**src/sv/bfa_ram.sv**
```systemverilog
// Generic single-port-write, single-port-read RAM with registered read.
`timescale 1ns / 1ps
module bfa_ram #(
    parameter int WIDTH = 64,
    parameter int DEPTH = 64
) (
    input  logic                                  aclk,
    input  logic                                  we,
    input  logic [(DEPTH > 1 ? $clog2(DEPTH) : 1)-1:0] waddr,
    input  logic [WIDTH-1:0]                      wdata,
    input  logic [(DEPTH > 1 ? $clog2(DEPTH) : 1)-1:0] raddr,
    output logic [WIDTH-1:0]                      rdata
);
    logic [WIDTH-1:0] mem [DEPTH];

    always_ff @(posedge aclk) begin
        if (we) begin
            mem[waddr] <= wdata;
        end
        rdata <= mem[raddr];
    end
endmodule

```
**config.mk**
```make
export PLATFORM = sky130hd
export DESIGN_NAME = bfa_ram
export DESIGN_NICKNAME = d
export VERILOG_FILES = /design/src/sv/bfa_ram.sv
export SDC_FILE = /design/constraint.sdc
export NUM_CORES = 2
export LEC_CHECK = 0
export BUFFER_PORTS_ARGS = -buffer_cell sky130_fd_sc_hd__buf_2
export CAP_MARGIN = 25
export CORE_ASPECT_RATIO = 0.8
export CORE_MARGIN = 5
export CORE_UTILIZATION = 55
export CTS_CLUSTER_SIZE = 14
export DETAILED_ROUTE_END_ITERATION = 12
export GPL_TIMING_DRIVEN = 1
export PLACE_DENSITY = 0.81
export SETUP_SLACK_MARGIN = 0.05
export SLEW_MARGIN = 25
export SYNTH_ARGS = -nofsm -noshare
export SYNTH_HDL_FRONTEND = slang
export SYNTH_SLANG_ARGS = --single-unit
export TNS_END_PERCENT = 30
```
**constraint.sdc**
```tcl
create_clock -name aclk -period 6.8 [get_ports aclk]
set_input_delay 1.02 -clock aclk [delete_from_list [all_inputs] [get_ports aclk]]
set_output_delay 1.02 -clock aclk [all_outputs]
set_load 0.1 [all_outputs]
```
* Word level (Yosys, flattened, before mapping) *
Memories as Yosys holds them, arrays and structs flattened. A register that Yosys moved wholly into a read port is not among the register bits.
Cells that the tools add are included.

storage, ports and cells
  ROM bits = 0
  bits in latches = 0
  bits of input ports = 78
  memories kept = 1
  word-level logic and storage cells = 3
  output and inout bits = 64
  memory bits (writable) = 4096
  bits in registers = 0

memory list
  memory  depth  bits a word  rd ports  clocked after memory_dff  write ports  RTL line  source
  mem     64     64           1         1                         1            14        logic [WIDTH-1:0] mem [DEPTH];

operators by class
  shifts and indexed selects = 0
  divide/modulo/power cells = 0
  reduce and logical (&&, ||, !) cells = 0
  equal/unequal tests = 0
  bitwise gates (word level) = 0
  multiply operators = 0
  $add $sub $neg = 0
  mux-type cells = 2
  $lt $le $gt $ge = 0

operator list
  kind    count
  $mux 1  2

* Logic depth before layout (Yosys ltp) *
  word-level depth = 2
  depth in mapped cells = 9
  depth with buffers taken out = 5

* Least setup slack after synthesis *
OpenSTA, ideal clock, no wires.

  path kind = in2reg
  start point = input port waddr[3] (netlist name)
  end point = memory mem[48][0], enable pin
  data required time = 6.236 ns
  cell stages on the path = 4
  arrival = 5.892 ns
  buffers on the path = 1
  path slack = 0.344 ns
  library setup time = 0.564 ns
  cells stage by stage = clkbuf_1 -> nor2b_1 -> nand4b_1 -> nor3_1

RTL lines
  item             RTL line  source
  start, declared  9         input logic [(DEPTH > 1 ? $clog2(DEPTH) : 1)-1:0] waddr,
  end, declared    14

Straight into the memory's write port.

==> impl_metrics.toml <==
[yosys]
synth_cell_types = 33
synth_fp_nets = 6676
syn_area_per_cell_um2 = 23.7
ys_seq_elements = 4160
synth_seq_area_share = 0.795
synth_area_mm2 = 0.156
syn_inst = 6598
yosys_warnings = 0

[timing]
finalHoldViolCount = 0
worstMarginPinSlew_ns = 1.17
clock.fmax_mhz = 279
min_period_ns = 3.58
relSlewSlack = 0.218
fin_skew_ns = 0.0346
rsz0062_at_grt = "false"
period_share = 0.526
drv_slew = 0
fin_setup_tns_ns = 0
whs_ns = 0.515
setup_viol = 0

[grt]
busiest_layer = "met2"
grt_pass1_vias = 82000
antenna_found_initial = 36
use_met1 = 0.411
grt.total_usage = 0.308
grtUsageMet2 = 0.460
overflow = 0
grt_max_degree = 124
met3_usage = 0.0977
grt_first_pass_wirelength_mm = 635

[critical_path]
crit_slowest_cell = "buf_4"
cp.required_ns = 7.59
reg2reg_depth = 4
cp_max_fo = 48
endpoint = "rdata[55]$_DFF_P_"
cp_cell_sequence = "buf_2 -> nor2b_4 -> buf_4 -> buf_4 -> a22oi_1 -> and3_1 -> a211oi_1"
worstSetupPathType = "input pin to flop"
rr_endpoint = "rdata[35]$_DFF_P_"
startpoint_type = "input pin"
critPathLaunch = "raddr[3]"
crit_path_max_incr_delay_ns = 0.80
timing.rr.start = "mem[38][35]$_DFFE_PP_"
path_common_cell = "buf_4"
regToRegSetupSlack_ns = 4.54
arrival_ns = 4.37
crit_path_end_kind = "flop"

[clock_tree]
clockBufferDepth = 4
cts_sinks = 4160
hold_buffers = 0
cts_root_buffer = "clkbuf_16"
cts_resized = 0
worstSkewPairLatency_ns = 0.92
cts_buffers = 373
postCtsSetupRepairBufs = 0
cts.htree.levels = 5
cts_tree = "yes"
cts.clk_slew.worst_paths_ns = 0.06

[placement]
gp_congestion = 0.812
port_buffers = 141
dpl.hpwl_mm = 218

[routing]
routedWlPerCell_um = 41.1
drtPass1Iterations = 8
routed_wl_mm = 455
drc = 0
post_drt_via_cell_ratio = 7.27
postRouteAntennaNets = 0
vias = 80400
drt_iter0_markers = 15600

[pwr]
seqPwrFrac = 0.548
p_sw_frac = 0.222
power.density_mw_per_mm2 = 298
combPwrFrac = 0.055
clock_power_share = 0.397
intPower_mw = 40.5
power_switching_mw = 11.6
p_leak_nw = 54.2
vdd_drop_max_uv = 236

[die]
die_h_um = 487
rows = 175
die_x_um = 606
initial_utilization = 0.551
io_pins = 142
core_mm2 = 0.284
dieArea_mm2 = 0.295

[flow_run]
maxCapViolCount = 0

[cells_and_area]
finalNetCount = 7016
syn_to_final_growth_pct = 11.9
drive_gt1_frac = 0.273

[worst_hold_path]
hp-class = "input pin to flop"

[outcome]
run_status = "complete, no violations"
==> state kept, by name, summed over array words and instances, names as in the netlist <==
register  flops
mem        4096
rdata        64
==> routing by layer <==
metal  share of wire  vias to the layer above  wire length [µm]
li1                -                    29100                 -
met1            0.31                    41100            143000
met2            0.46                     8511            209000
met3            0.16                     1691             73600
met4           0.064                       28             29300
met5         0.00045                        -               203
==> kinds of logic after synthesis <==
group | Yosys count | share of synthesized area
buf+inv | 389 | 0.0118
compound gates | 504 | 0.0248
flops | 4160 | 0.795
mux | 1159 | 0.156
simple gates | 386 | 0.0124
==> final cells by class <==
cell class	instances	area (µm²)
fillers	17300	109000
clock inverters	121	1050
repair buffers	335	3330
inverters	19	71.3
flip-flops and latches	4160	124000
clock buffers	540	10500
well taps	3805	4760
multi-input cells	2049	30800
diodes	33	82.6
==> metrics by stage <==
| stage | worst slack [ns] | instances | util | cell area, µm² | power [mW] |
|---|---|---|---|---|---|
| after floorplan | 0.344 | 6598 | - | 156000 | 30.7 |
| after global placement | 2.68 | 10300 | 0.573 | 163000 | 31.7 |
| after detailed placement | 2.61 | 10400 | 0.575 | 163000 | 31.8 |
| after CTS | 3.49 | 11000 | 0.616 | 175000 | 52.1 |
| after global routing | 3.24 | 11000 | 0.617 | 175000 | 53.4 |
| final | 3.22 | 11100 | 0.617 | 175000 | 52.1 |
==> critical path: cells and delay by family <==
family                 cells  cell delay, ns
and+or+nand+nor            2            0.57
buffers and inverters      3            2.04
AOI/OAI and AO/OA          2            0.53
==> how the worst min path moves through the flow <==
stage | slack [ns] | depth (start not counted) | start | endpoint
floorplan | 0.79 | 4 | mem[30][61]$_DFFE_PP_ | rdata[61]$_DFF_P_
global placement | 0.82 | 4 | mem[63][12]$_DFFE_PP_ | rdata[12]$_DFF_P_
detailed placement | 0.84 | 4 | mem[39][32]$_DFFE_PP_ | rdata[32]$_DFF_P_
CTS | 0.78 | 1 | wdata[47] | mem[19][47]$_DFFE_PP_
global route | 0.50 | 1 | wdata[1] | mem[52][1]$_DFFE_PP_
finish | 0.52 | 1 | wdata[1] | mem[52][1]$_DFFE_PP_
==> power groups by stage <==
stage	sequential, mW	clock (mW)	combinational (mW)
floorplan	29.4	0	1.32
global placement	29.1	0	2.65
detailed placement	29.1	0	2.73
CTS	28.6	20.7	2.81
global route	28.5	21.9	2.95
finish	28.5	20.7	2.86
==> cells in the mapped netlist, drive strengths merged <==
cell,count,area [µm²]
a211oi,63,473
a22o,88,771
a22oi,168,1260
a2bb2oi,19,166
a31o,1,8.76
a31oi,18,113
a41oi,26,228
and2,3,18.8
and3,64,400
buf,230,1250
clkbuf,140,526
dfxtp,64,1280
edfxtp,4096,123000
inv,19,71.3
mux2i,135,1350
mux4,1024,23100
nand2,58,218
nand2b,11,68.8
nand3,45,225
nand3b,2,15.0
nand4,2,12.5
nand4b,1,8.76
nor2,112,420
nor2b,28,175
nor3,2,10.0
o221ai,38,333
o22ai,83,519
or2,28,175
or3,29,181
or3b,1,8.76
==> cell usage in the layout, fill, tap and decap left out, types with 4 or more instances in the layout <==
| cell | synthesis | final |
|---|---|---|
| nor2_4 | 0 | 65 |
| clkbuf_8 | 0 | 43 |
| mux4_2 | 1024 | 1024 |
| nor2_1 | 112 | 47 |
| clkinv_8 | 0 | 7 |
| o22ai_1 | 83 | 83 |
| clkbuf_1 | 140 | 117 |
| or2_2 | 28 | 28 |
| nor2b_1 | 28 | 24 |
| a211oi_1 | 63 | 63 |
| a31oi_1 | 18 | 18 |
| buf_12 | 0 | 53 |
| clkinv_1 | 0 | 42 |
| a2bb2oi_1 | 19 | 19 |
| nor2b_4 | 0 | 4 |
| or3_1 | 29 | 29 |
| diode_2 | 0 | 33 |
| inv_1 | 19 | 19 |
| buf_2 | 170 | 89 |
| o221ai_1 | 38 | 38 |
| nand2b_1 | 11 | 7 |
| buf_16 | 0 | 18 |
| a22oi_1 | 168 | 168 |
| dfxtp_1 | 64 | 64 |
| a41oi_1 | 26 | 26 |
| nand3_1 | 45 | 45 |
| nand2_1 | 58 | 54 |
| bufinv_16 | 0 | 12 |
| a22o_1 | 88 | 88 |
| mux2i_1 | 135 | 135 |
| and3_1 | 64 | 64 |
| clkinv_2 | 0 | 48 |
| edfxtp_1 | 4096 | 4096 |
| clkbuf_16 | 0 | 380 |
| buf_4 | 34 | 173 |
(Power assumes the default switching activity.)
